**src/hdl/fdph_pkg.sv**
```systemverilog
// Shared types, register indexes and reset values for the position hold block.
`default_nettype none
package fdph_pkg;

  localparam int VEL_W   = 12;
  localparam int DRIVE_W = 9;
  localparam int STEP_W  = 16;
  localparam int CFG_IDX_W  = 3;
  localparam int CFG_DATA_W = 16;

  // Register indexes on the configuration port
  localparam logic [CFG_IDX_W-1:0] REG_STEP_TIME  = 3'd0;
  localparam logic [CFG_IDX_W-1:0] REG_DISP_LIMIT = 3'd1;
  localparam logic [CFG_IDX_W-1:0] REG_DEADBAND   = 3'd2;
  localparam logic [CFG_IDX_W-1:0] REG_POS_GAIN   = 3'd3;
  localparam logic [CFG_IDX_W-1:0] REG_VEL_GAIN   = 3'd4;
  localparam logic [CFG_IDX_W-1:0] REG_ALPHA      = 3'd5;
  localparam logic [CFG_IDX_W-1:0] REG_OUT_LIMIT  = 3'd6;

  localparam logic [15:0] RST_STEP_TIME  = 16'd1311;
  localparam logic [7:0]  RST_DISP_LIMIT = 8'd20;
  localparam logic [7:0]  RST_DEADBAND   = 8'd3;
  localparam logic [9:0]  RST_POS_GAIN   = 10'd154;
  localparam logic [9:0]  RST_VEL_GAIN   = 10'd307;
  localparam logic [8:0]  RST_ALPHA      = 9'd77;
  localparam logic [7:0]  RST_OUT_LIMIT  = 8'd12;

  localparam logic [8:0] ALPHA_ONE = 9'd256;

  // Datapath steps, one multiply issued per step but the last
  typedef logic [2:0] step_t;
  localparam step_t STEP_VST  = 3'd0;  // velocity times step time
  localparam step_t STEP_DISP = 3'd1;  // update displacement, issue damping product
  localparam step_t STEP_DAMP = 3'd2;  // hold damping term, issue restoring product
  localparam step_t STEP_REST = 3'd3;  // form drive, issue old-state product
  localparam step_t STEP_ACC  = 3'd4;  // hold old-state product, issue new-drive product
  localparam step_t STEP_FILT = 3'd5;  // filter sum, clamp, write state and result

  typedef struct packed {
    logic [15:0] step_time;
    logic [7:0]  disp_limit;
    logic [7:0]  deadband;
    logic [9:0]  pos_gain;
    logic [9:0]  vel_gain;
    logic [8:0]  alpha;
    logic [7:0]  out_limit;
  } fdph_cfg_t;

  typedef struct packed {
    logic  load_in;
    logic  step_en;
    step_t step;
    logic  axis;      // 0: X, 1: Y
    logic  load_out;
  } fdph_cmd_t;

endpackage
`default_nettype wire

```
**src/hdl/fdph_cfg.sv**
```systemverilog
// Configuration register file for the position hold block.
`default_nettype none
module fdph_cfg (
  input  wire logic                             clk_i,
  input  wire logic                             rst_ni,
  input  wire logic                             cfg_we_i,
  input  wire logic [fdph_pkg::CFG_IDX_W-1:0]   cfg_index_i,
  input  wire logic [fdph_pkg::CFG_DATA_W-1:0]  cfg_data_i,
  output fdph_pkg::fdph_cfg_t                   cfg_o
);

  fdph_pkg::fdph_cfg_t cfg_q, cfg_d;

  always_comb begin
    cfg_d = cfg_q;
    if (cfg_we_i) begin
      case (cfg_index_i)
        fdph_pkg::REG_STEP_TIME:  cfg_d.step_time  = cfg_data_i;
        fdph_pkg::REG_DISP_LIMIT: cfg_d.disp_limit = cfg_data_i[7:0];
        fdph_pkg::REG_DEADBAND:   cfg_d.deadband   = cfg_data_i[7:0];
        fdph_pkg::REG_POS_GAIN:   cfg_d.pos_gain   = cfg_data_i[9:0];
        fdph_pkg::REG_VEL_GAIN:   cfg_d.vel_gain   = cfg_data_i[9:0];
        fdph_pkg::REG_ALPHA:      cfg_d.alpha      = cfg_data_i[8:0];
        fdph_pkg::REG_OUT_LIMIT:  cfg_d.out_limit  = cfg_data_i[7:0];
        default: ;
      endcase
    end
  end

  always_ff @(posedge clk_i or negedge rst_ni) begin
    if (!rst_ni) begin
      cfg_q.step_time  <= fdph_pkg::RST_STEP_TIME;
      cfg_q.disp_limit <= fdph_pkg::RST_DISP_LIMIT;
      cfg_q.deadband   <= fdph_pkg::RST_DEADBAND;
      cfg_q.pos_gain   <= fdph_pkg::RST_POS_GAIN;
      cfg_q.vel_gain   <= fdph_pkg::RST_VEL_GAIN;
      cfg_q.alpha      <= fdph_pkg::RST_ALPHA;
      cfg_q.out_limit  <= fdph_pkg::RST_OUT_LIMIT;
    end else begin
      cfg_q <= cfg_d;
    end
  end

  assign cfg_o = cfg_q;

endmodule
`default_nettype wire

```
**src/hdl/fdph_ctrl.sv**
```systemverilog
// Sequencer: steps both axes through the shared datapath and owns the handshakes.
`default_nettype none
module fdph_ctrl (
  input  wire logic          clk_i,
  input  wire logic          rst_ni,
  input  wire logic          in_valid_i,
  output logic               in_ready_o,
  output logic               out_valid_o,
  input  wire logic          out_ready_i,
  output fdph_pkg::fdph_cmd_t cmd_o
);

  localparam logic [2:0] S_IDLE = 3'd0;
  localparam logic [2:0] S_VST  = 3'd1;
  localparam logic [2:0] S_DISP = 3'd2;
  localparam logic [2:0] S_DAMP = 3'd3;
  localparam logic [2:0] S_REST = 3'd4;
  localparam logic [2:0] S_ACC  = 3'd5;
  localparam logic [2:0] S_FILT = 3'd6;
  localparam logic [2:0] S_LOAD = 3'd7;

  logic [2:0] state_q, state_d;
  logic       axis_q, axis_d;
  logic       out_valid_q, out_valid_d;
  logic       out_free;

  assign out_free = !out_valid_q || out_ready_i;

  always_comb begin
    state_d       = state_q;
    axis_d        = axis_q;
    cmd_o.load_in = 1'b0;
    cmd_o.step_en = 1'b1;
    cmd_o.step    = fdph_pkg::STEP_VST;
    cmd_o.axis    = axis_q;
    cmd_o.load_out = 1'b0;
    case (state_q)
      S_IDLE: begin
        cmd_o.step_en = 1'b0;
        if (in_valid_i) begin
          cmd_o.load_in = 1'b1;
          axis_d  = 1'b0;
          state_d = S_VST;
        end
      end
      S_VST: begin
        cmd_o.step = fdph_pkg::STEP_VST;
        state_d = S_DISP;
      end
      S_DISP: begin
        cmd_o.step = fdph_pkg::STEP_DISP;
        state_d = S_DAMP;
      end
      S_DAMP: begin
        cmd_o.step = fdph_pkg::STEP_DAMP;
        state_d = S_REST;
      end
      S_REST: begin
        cmd_o.step = fdph_pkg::STEP_REST;
        state_d = S_ACC;
      end
      S_ACC: begin
        cmd_o.step = fdph_pkg::STEP_ACC;
        state_d = S_FILT;
      end
      S_FILT: begin
        cmd_o.step = fdph_pkg::STEP_FILT;
        if (!axis_q) begin
          axis_d  = 1'b1;
          state_d = S_VST;
        end else begin
          state_d = S_LOAD;
        end
      end
      S_LOAD: begin
        cmd_o.step_en = 1'b0;
        // hold the result until the output register is free
        if (out_free) begin
          cmd_o.load_out = 1'b1;
          state_d = S_IDLE;
        end
      end
      default: begin
        cmd_o.step_en = 1'b0;
        state_d = S_IDLE;
      end
    endcase
  end

  always_comb begin
    if (cmd_o.load_out) begin
      out_valid_d = 1'b1;
    end else if (out_ready_i) begin
      out_valid_d = 1'b0;
    end else begin
      out_valid_d = out_valid_q;
    end
  end

  always_ff @(posedge clk_i or negedge rst_ni) begin
    if (!rst_ni) begin
      state_q     <= S_IDLE;
      axis_q      <= 1'b0;
      out_valid_q <= 1'b0;
    end else begin
      state_q     <= state_d;
      axis_q      <= axis_d;
      out_valid_q <= out_valid_d;
    end
  end

  assign in_ready_o  = (state_q == S_IDLE);
  assign out_valid_o = out_valid_q;

endmodule
`default_nettype wire

```
**src/hdl/fdph_dp.sv**
```systemverilog
// Datapath: per-axis state, one shared signed multiplier, clamps and result registers.
`default_nettype none
module fdph_dp #(
  parameter int FRAC_BITS = 8
) (
  input  wire logic                                clk_i,
  input  wire logic                                rst_ni,
  input  wire fdph_pkg::fdph_cmd_t                 cmd_i,
  input  wire fdph_pkg::fdph_cfg_t                 cfg_i,
  input  wire logic signed [fdph_pkg::VEL_W-1:0]   velocity_x_i,
  input  wire logic signed [fdph_pkg::VEL_W-1:0]   velocity_y_i,
  output logic signed [fdph_pkg::DRIVE_W-1:0]      drive_x_o,
  output logic signed [fdph_pkg::DRIVE_W-1:0]      drive_y_o
);

  localparam int VW  = fdph_pkg::VEL_W;
  localparam int OW  = fdph_pkg::DRIVE_W;
  localparam int MA  = fdph_pkg::STEP_W + 1;      // gains, alpha, step time
  localparam int MB  = 15 + FRAC_BITS;            // velocity, state, drive
  localparam int PW  = MA + MB;
  localparam int DW  = 9 + FRAC_BITS;             // stored displacement and filter state
  localparam int VST_SHIFT = fdph_pkg::STEP_W - FRAC_BITS;

  localparam logic signed [PW-1:0] ONE_M1 = {{(PW-FRAC_BITS){1'b0}}, {FRAC_BITS{1'b1}}};

  logic signed [VW-1:0] vel_x_q, vel_y_q, vel;
  logic signed [DW-1:0] disp_x_q, disp_y_q, filt_x_q, filt_y_q, disp, filt;
  logic signed [MB-1:0] damp_q, drive_q;
  logic signed [PW-1:0] prod_q, prod_d, acc_q;
  logic signed [OW-1:0] res_x_q, res_y_q;

  logic signed [MA-1:0] mul_a;
  logic signed [MB-1:0] mul_b;
  logic [8:0]           alpha_sat, alpha_inv;

  logic signed [PW-1:0] disp_ext, disp_sum, disp_new, lim_d, lim_o, db_w, mag;
  logic signed [PW-1:0] damp_w, rest_w, drive_w, damp_ext;
  logic signed [PW-1:0] filt_sum, filt_sh, filt_new, trunc_w;
  logic                 outside;

  assign vel  = cmd_i.axis ? vel_y_q  : vel_x_q;
  assign disp = cmd_i.axis ? disp_y_q : disp_x_q;
  assign filt = cmd_i.axis ? filt_y_q : filt_x_q;

  assign alpha_sat = (cfg_i.alpha > fdph_pkg::ALPHA_ONE) ? fdph_pkg::ALPHA_ONE : cfg_i.alpha;
  assign alpha_inv = fdph_pkg::ALPHA_ONE - alpha_sat;

  // operand select for the shared multiplier
  always_comb begin
    mul_a = '0;
    mul_b = '0;
    case (cmd_i.step)
      fdph_pkg::STEP_VST: begin
        mul_a = $signed({1'b0, cfg_i.step_time});
        mul_b = {{(MB-VW){vel[VW-1]}}, vel};
      end
      fdph_pkg::STEP_DISP: begin
        mul_a = $signed({{(MA-10){1'b0}}, cfg_i.vel_gain});
        mul_b = {{(MB-VW){vel[VW-1]}}, vel};
      end
      fdph_pkg::STEP_DAMP: begin
        mul_a = $signed({{(MA-10){1'b0}}, cfg_i.pos_gain});
        mul_b = {{(MB-DW){disp[DW-1]}}, disp};
      end
      fdph_pkg::STEP_REST: begin
        mul_a = $signed({{(MA-9){1'b0}}, alpha_inv});
        mul_b = {{(MB-DW){filt[DW-1]}}, filt};
      end
      fdph_pkg::STEP_ACC: begin
        mul_a = $signed({{(MA-9){1'b0}}, alpha_sat});
        mul_b = drive_q;
      end
      default: begin
        mul_a = '0;
        mul_b = '0;
      end
    endcase
  end

  assign prod_d = mul_a * mul_b;

  // displacement integrate and clamp
  assign disp_ext = {{(PW-DW){disp[DW-1]}}, disp};
  assign lim_d    = $signed({{(PW-8-FRAC_BITS){1'b0}}, cfg_i.disp_limit, {FRAC_BITS{1'b0}}});
  assign lim_o    = $signed({{(PW-8-FRAC_BITS){1'b0}}, cfg_i.out_limit, {FRAC_BITS{1'b0}}});
  assign db_w     = $signed({{(PW-8-FRAC_BITS){1'b0}}, cfg_i.deadband, {FRAC_BITS{1'b0}}});
  assign disp_sum = disp_ext + (prod_q >>> VST_SHIFT);

  always_comb begin
    if (disp_sum > lim_d) begin
      disp_new = lim_d;
    end else if (disp_sum < -lim_d) begin
      disp_new = -lim_d;
    end else begin
      disp_new = disp_sum;
    end
  end

  // damping term: gain times velocity scaled to the state's fraction, floored
  assign damp_w = (prod_q <<< FRAC_BITS) >>> 8;

  // restoring term applies strictly outside the deadband
  assign mag      = disp_ext[PW-1] ? -disp_ext : disp_ext;
  assign outside  = mag > db_w;
  assign rest_w   = (-prod_q) >>> 8;
  assign damp_ext = {{(PW-MB){damp_q[MB-1]}}, damp_q};
  assign drive_w  = (outside ? rest_w : '0) - damp_ext;

  // filter update, clamp and truncation toward zero
  assign filt_sum = acc_q + prod_q;
  assign filt_sh  = filt_sum >>> 8;

  always_comb begin
    if (filt_sh > lim_o) begin
      filt_new = lim_o;
    end else if (filt_sh < -lim_o) begin
      filt_new = -lim_o;
    end else begin
      filt_new = filt_sh;
    end
  end

  assign trunc_w = (filt_new + (filt_new[PW-1] ? ONE_M1 : '0)) >>> FRAC_BITS;

  always_ff @(posedge clk_i or negedge rst_ni) begin
    if (!rst_ni) begin
      disp_x_q <= '0;
      disp_y_q <= '0;
      filt_x_q <= '0;
      filt_y_q <= '0;
    end else if (cmd_i.step_en) begin
      if (cmd_i.step == fdph_pkg::STEP_DISP) begin
        if (cmd_i.axis) begin
          disp_y_q <= disp_new[DW-1:0];
        end else begin
          disp_x_q <= disp_new[DW-1:0];
        end
      end
      if (cmd_i.step == fdph_pkg::STEP_FILT) begin
        if (cmd_i.axis) begin
          filt_y_q <= filt_new[DW-1:0];
        end else begin
          filt_x_q <= filt_new[DW-1:0];
        end
      end
    end
  end

  always_ff @(posedge clk_i) begin
    if (cmd_i.load_in) begin
      vel_x_q <= velocity_x_i;
      vel_y_q <= velocity_y_i;
    end
    if (cmd_i.step_en) begin
      prod_q <= prod_d;
      case (cmd_i.step)
        fdph_pkg::STEP_DAMP: damp_q  <= damp_w[MB-1:0];
        fdph_pkg::STEP_REST: drive_q <= drive_w[MB-1:0];
        fdph_pkg::STEP_ACC:  acc_q   <= prod_q;
        fdph_pkg::STEP_FILT: begin
          if (cmd_i.axis) begin
            res_y_q <= trunc_w[OW-1:0];
          end else begin
            res_x_q <= trunc_w[OW-1:0];
          end
        end
        default: ;
      endcase
    end
    if (cmd_i.load_out) begin
      drive_x_o <= res_x_q;
      drive_y_o <= res_y_q;
    end
  end

endmodule
`default_nettype wire

```
**src/hdl/flow_damping_position_hold_top.sv**
```systemverilog
// Top level of the two-axis flow damping position hold.
// Each accepted tick runs the X axis and then the Y axis through one shared
// 17 by (15 + FRAC_BITS) bit signed multiplier in the VST, DISP, DAMP, REST,
// ACC and FILT steps, and a load step then moves both drives into the output
// register; the block takes no new tick until that load is done. A result
// left waiting in the output register stalls the block only when the next one
// is finished. Displacement and filter state are cleared by reset;
// configuration writes take effect at once and belong between ticks.
`default_nettype none
module flow_damping_position_hold_top #(
  parameter int FRAC_BITS = 8
) (
  input  wire logic                                clk_i,
  input  wire logic                                rst_ni,
  input  wire logic                                in_valid_i,
  output logic                                     in_ready_o,
  input  wire logic signed [fdph_pkg::VEL_W-1:0]   velocity_x_i,
  input  wire logic signed [fdph_pkg::VEL_W-1:0]   velocity_y_i,
  output logic                                     out_valid_o,
  input  wire logic                                out_ready_i,
  output logic signed [fdph_pkg::DRIVE_W-1:0]      drive_x_o,
  output logic signed [fdph_pkg::DRIVE_W-1:0]      drive_y_o,
  input  wire logic                                cfg_we_i,
  input  wire logic [fdph_pkg::CFG_IDX_W-1:0]      cfg_index_i,
  input  wire logic [fdph_pkg::CFG_DATA_W-1:0]     cfg_data_i
);

  fdph_pkg::fdph_cfg_t cfg;
  fdph_pkg::fdph_cmd_t cmd;

  fdph_cfg u_cfg (
    .clk_i       (clk_i),
    .rst_ni      (rst_ni),
    .cfg_we_i    (cfg_we_i),
    .cfg_index_i (cfg_index_i),
    .cfg_data_i  (cfg_data_i),
    .cfg_o       (cfg)
  );

  fdph_ctrl u_ctrl (
    .clk_i       (clk_i),
    .rst_ni      (rst_ni),
    .in_valid_i  (in_valid_i),
    .in_ready_o  (in_ready_o),
    .out_valid_o (out_valid_o),
    .out_ready_i (out_ready_i),
    .cmd_o       (cmd)
  );

  fdph_dp #(
    .FRAC_BITS (FRAC_BITS)
  ) u_dp (
    .clk_i        (clk_i),
    .rst_ni       (rst_ni),
    .cmd_i        (cmd),
    .cfg_i        (cfg),
    .velocity_x_i (velocity_x_i),
    .velocity_y_i (velocity_y_i),
    .drive_x_o    (drive_x_o),
    .drive_y_o    (drive_y_o)
  );

endmodule
`default_nettype wire

```
**config.mk**
```make
export PLATFORM = sky130hd
export DESIGN_NAME = flow_damping_position_hold_top
export DESIGN_NICKNAME = d
export VERILOG_FILES = /design/src/hdl/fdph_pkg.sv /design/src/hdl/fdph_cfg.sv /design/src/hdl/fdph_ctrl.sv /design/src/hdl/fdph_dp.sv /design/src/hdl/flow_damping_position_hold_top.sv
export SDC_FILE = /design/constraint.sdc
export NUM_CORES = 2
export LEC_CHECK = 0
export BUFFER_PORTS_ARGS = -buffer_cell sky130_fd_sc_hd__buf_2
export CELL_PAD_IN_SITES_DETAIL_PLACEMENT = 1
export CELL_PAD_IN_SITES_GLOBAL_PLACEMENT = 1
export CORE_ASPECT_RATIO = 1.4
export CORE_MARGIN = 10
export CORE_UTILIZATION = 56
export CTS_BUF_LIST = sky130_fd_sc_hd__clkbuf_4
export CTS_CLUSTER_DIAMETER = 100
export CTS_CLUSTER_SIZE = 40
export DETAILED_ROUTE_END_ITERATION = 8
export GPL_ROUTABILITY_DRIVEN = 0
export GPL_TIMING_DRIVEN = 0
export PLACE_DENSITY = 0.95
export SETUP_SLACK_MARGIN = 0.3
export SLEW_MARGIN = 5
export SYNTH_ARGS = -nofsm -noshare
export SYNTH_HDL_FRONTEND = slang
export SYNTH_HIERARCHICAL = 1
export SYNTH_SLANG_ARGS = --single-unit
export TNS_END_PERCENT = 20
```
**constraint.sdc**
```tcl
create_clock -name clk_i -period 26.6 [get_ports clk_i]
set_input_delay 5.32 -clock clk_i [delete_from_list [all_inputs] [get_ports clk_i]]
set_output_delay 5.32 -clock clk_i [all_outputs]
set_load 0.02 [all_outputs]
```
==> run_summary.xml <==
<?xml version="1.0" encoding="UTF-8"?>
<metrics>
  <group name="run_status">
    <metric name="status" unit="">finished with violations</metric>
    <metric name="failed_checks" unit="">capacitance limit, slew limit</metric>
  </group>
  <group name="cts">
    <metric name="post_cts_buffers" unit="">0</metric>
    <metric name="clock_tree.htree_level_count" unit="">1</metric>
    <metric name="tritoncts" unit="">done</metric>
    <metric name="cts_buffers" unit="">15</metric>
    <metric name="post_cts_resize_count" unit="">0</metric>
    <metric name="cts_root_buffer" unit="">clkbuf_4</metric>
    <metric name="cts-hold-fix-buffers" unit="">0</metric>
    <metric name="cts.reportedPaths.clkPinSlew" unit="ns">0.38</metric>
    <metric name="tritoncts_sinks" unit="">328</metric>
    <metric name="clk_latency" unit="ns">1.03</metric>
    <metric name="cts_max_path_buffers" unit="">3</metric>
  </group>
  <group name="timing">
    <metric name="timing_max_transition_violations_final" unit="">13</metric>
    <metric name="worst_pin_slew" unit="ns">1.566</metric>
    <metric name="finalSetupTns" unit="ns">0</metric>
    <metric name="min_period" unit="ns">15.26</metric>
    <metric name="skew" unit="ns">0.1842</metric>
    <metric name="min_period_over_period" unit="%">57.37</metric>
    <metric name="setup_viol" unit="">0</metric>
    <metric name="rsz_0062_raised_after_global_routing" unit="">false</metric>
    <metric name="hold_violations" unit="">0</metric>
    <metric name="max_freq" unit="MHz">65.53</metric>
    <metric name="timing.slew.headroom" unit="%">-4.395</metric>
  </group>
  <group name="detailed_routing">
    <metric name="via_count" unit="">32000</metric>
    <metric name="drc" unit="">0</metric>
    <metric name="drt.antenna.violating_nets" unit="">0</metric>
    <metric name="first_pass_iters" unit="">5</metric>
    <metric name="drt-initial-drc-count" unit="">3433</metric>
    <metric name="routed_wirelength" unit="um">150300</metric>
    <metric name="viasPerCell" unit="">6.856</metric>
    <metric name="wire_per_inst" unit="um">32.19</metric>
  </group>
  <group name="synthesis">
    <metric name="synth-warning-count" unit="">6</metric>
    <metric name="synth.distinct_cells" unit="">96</metric>
    <metric name="synth_cells" unit="">3722</metric>
    <metric name="synthesis.area_per_instance" unit="sq um">9.433</metric>
    <metric name="yosys_register_bits" unit="">328</metric>
    <metric name="post_synth_edffs" unit="">186</metric>
    <metric name="synth.area.top_cells" unit="">fa_1 (21%), edfxtp_1 (16%), ha_1 (10%)</metric>
    <metric name="synth-seq-area-share" unit="%">26.12</metric>
    <metric name="async_flop_share" unit="%">43.29</metric>
    <metric name="synth_area_leader_cell" unit="">fa_1</metric>
    <metric name="synth_top_area_share" unit="%">20.81</metric>
    <metric name="combined_area_of_all_synthesized_cells" unit="sq um">35110</metric>
    <metric name="synth_fp_nets" unit="">4424</metric>
    <metric name="synth_ff_type" unit="">edfxtp_1</metric>
  </group>
  <group name="global_routing">
    <metric name="grt_overflow" unit="">0</metric>
    <metric name="vias_in_the_first_global_route" unit="">36170</metric>
    <metric name="antenna_found_initial" unit="">18</metric>
    <metric name="grt_start_max_net_pins" unit="">88</metric>
    <metric name="grt_usage" unit="%">40.96</metric>
    <metric name="grt_pass1_wl" unit="um">223000</metric>
  </group>
  <group name="final_layout">
    <metric name="synthToLayoutAreaGrowth" unit="%">5.556</metric>
    <metric name="fin_area" unit="sq um">37060</metric>
    <metric name="layout-drive-gt1-share" unit="%">8.220</metric>
    <metric name="fin_nets" unit="">4525</metric>
  </group>
  <group name="setup_path">
    <metric name="critical_path_class" unit="">reg -&gt; reg</metric>
    <metric name="worstSetupEndpointType" unit="">flip-flop</metric>
    <metric name="cp.arrival" unit="ns">15.96</metric>
    <metric name="r2r_start" unit="">u_ctrl/axis_q</metric>
    <metric name="worst_path_largest_cell_delay" unit="ns">0.98</metric>
    <metric name="worst_setup_path_start_kind" unit="">flip-flop</metric>
    <metric name="critical-path-top-cell-by-count" unit="">fa_1</metric>
    <metric name="critPathTopFamily" unit="">buffers and inverters</metric>
    <metric name="critical_path.max_fanout" unit="">10</metric>
    <metric name="critPathLaunch" unit="">u_ctrl/axis_q</metric>
    <metric name="worst-endpoint-required" unit="ns">27.30</metric>
    <metric name="critPathSlowestCell" unit="">clkbuf_1</metric>
    <metric name="cp.buffers_inverters" unit="">10</metric>
  </group>
  <group name="floorplanning">
    <metric name="die_area" unit="sq um">73250</metric>
    <metric name="start_util" unit="%">56.60</metric>
    <metric name="design.portCount" unit="">68</metric>
    <metric name="area_of_the_core_region" unit="sq um">62020</metric>
    <metric name="floorplan.die.width" unit="um">231.6</metric>
    <metric name="dieHeight" unit="um">316.3</metric>
    <metric name="fp-row-count" unit="">108</metric>
  </group>
  <group name="place">
    <metric name="place_hpwl" unit="um">109100</metric>
    <metric name="count_of_input_and_output_buffers" unit="">66</metric>
    <metric name="postPlaceCellArea" unit="sq um">36720</metric>
  </group>
  <group name="hold_path">
    <metric name="min-delay-path-class" unit="">reg -&gt; reg</metric>
    <metric name="hp-start" unit="">u_dp/res_y_q[5]</metric>
  </group>
  <group name="run">
    <metric name="maxCapViolCount" unit="">1</metric>
  </group>
</metrics>
-- synth_stat cells, types with 71 or more instances --
master,number
edfxtp_1,186
inv_1,655
o21ai_0,117
ha_1,289
nand2_1,322
nor2_1,330
fa_1,365
mux2i_1,71
mux2_2,97
xnor2_1,110
clkbuf_1,98
a21oi_1,145
dfrtp_1,116
-- layout make-up --
| type | count | area (sq um) |
|---|---|---|
| tap | 825 | 1032 |
| multi-input combinational | 2618 | 23050 |
| antenna | 11 | 27.53 |
| sequential | 328 | 9171 |
| timing repair buffer | 84 | 516.7 |
| buffer | 118 | 508.0 |
| fill | 6995 | 24970 |
| clock buffer | 18 | 135.1 |
| inverter | 658 | 2470 |
| clock inverter | 8 | 147.6 |
-- path summary, 6_finish.rpt --
kind | endpoint | slack, ns | depth (start not counted)
max reg2reg | u_dp/prod_q[39] | 11.34 | 33
min in group asynchronous | u_cfg/cfg_o[32] | 4.21 | 1
max in group asynchronous | u_cfg/cfg_o[63] | 21.42 | 2
max | u_dp/prod_q[39] | 11.34 | 33
min | u_dp/drive_y_o[5] | 0.47 | 0
min reg2reg | u_dp/drive_y_o[5] | 0.47 | 0
-- registers in the layout, indices dropped and copies added (netlist names), 12 cells and up --
signal,flops
u_dp/vel_y_q,12
u_dp/filt_x_q,17
u_dp/acc_q,40
u_cfg/cfg_o,69
u_dp/disp_y_q,17
u_dp/filt_y_q,17
u_dp/prod_q,40
u_dp/vel_x_q,12
u_dp/disp_x_q,17
u_dp/damp_q,23
u_dp/drive_q,23
-- per-layer routing --
layer  wire length (um)  part of all wire [%]  vias up  GRT usage [%]
li1                   -                     -    12600              -
met3              15910                    11     1202          14.52
met4              18020                    12       10          41.45
met1              45680                    30    15750          38.81
met2              70510                    47     2441          66.97
met5                139                 0.093        -         0.9302
-- per-stage QoR --
stage               cells  hold slack (ns)  utilization, %  worst slack (ns)
floorplan            3722           0.4003               -             16.86
global placement     4613           0.4006           58.80             12.27
detailed placement   4630           0.4057           59.21             13.09
CTS                  4656           0.4705           59.66             12.68
global route         4660           0.4763           59.72             11.40
finish               4668           0.4688           59.75             11.34
-- cells by family after synthesis --
group / Yosys count / synth area share, %
and+or+nand+nor: 1051 / 13.99
buffers and inverters: 776 / 8.482
adders and majority gates: 654 / 31.11
AOI/OAI and AO/OA: 601 / 11.53
DFF: 328 / 26.12
muxes: 169 / 5.200
xor gates and xnor gates: 143 / 3.567
-- placed cells by master (no fill, tap or decap), types with 26 or more instances in the layout --
cell and count:
dfstp_2 26, nand4_1 29, and2_1 31, ha_1 289, edfxtp_1 186, or3_1 30, o31ai_1 27, xnor2_1 110
o21a_1 36, buf_2 77, nor2b_1 35, xor2_1 33, mux2i_1 71, a21o_1 58, nand3_1 56, a21oi_1 145
and3_1 38, fa_1 365, mux2_2 97, clkbuf_1 98, dfrtp_1 116, nand2_1 322, nor2_1 326, o21ai_0 116
nand2b_1 33, inv_1 655, nor3_1 64
Power is left out: the tool's default activity adds up to more than one toggle a clock period on the data nets, which glitch-free logic cannot reach.
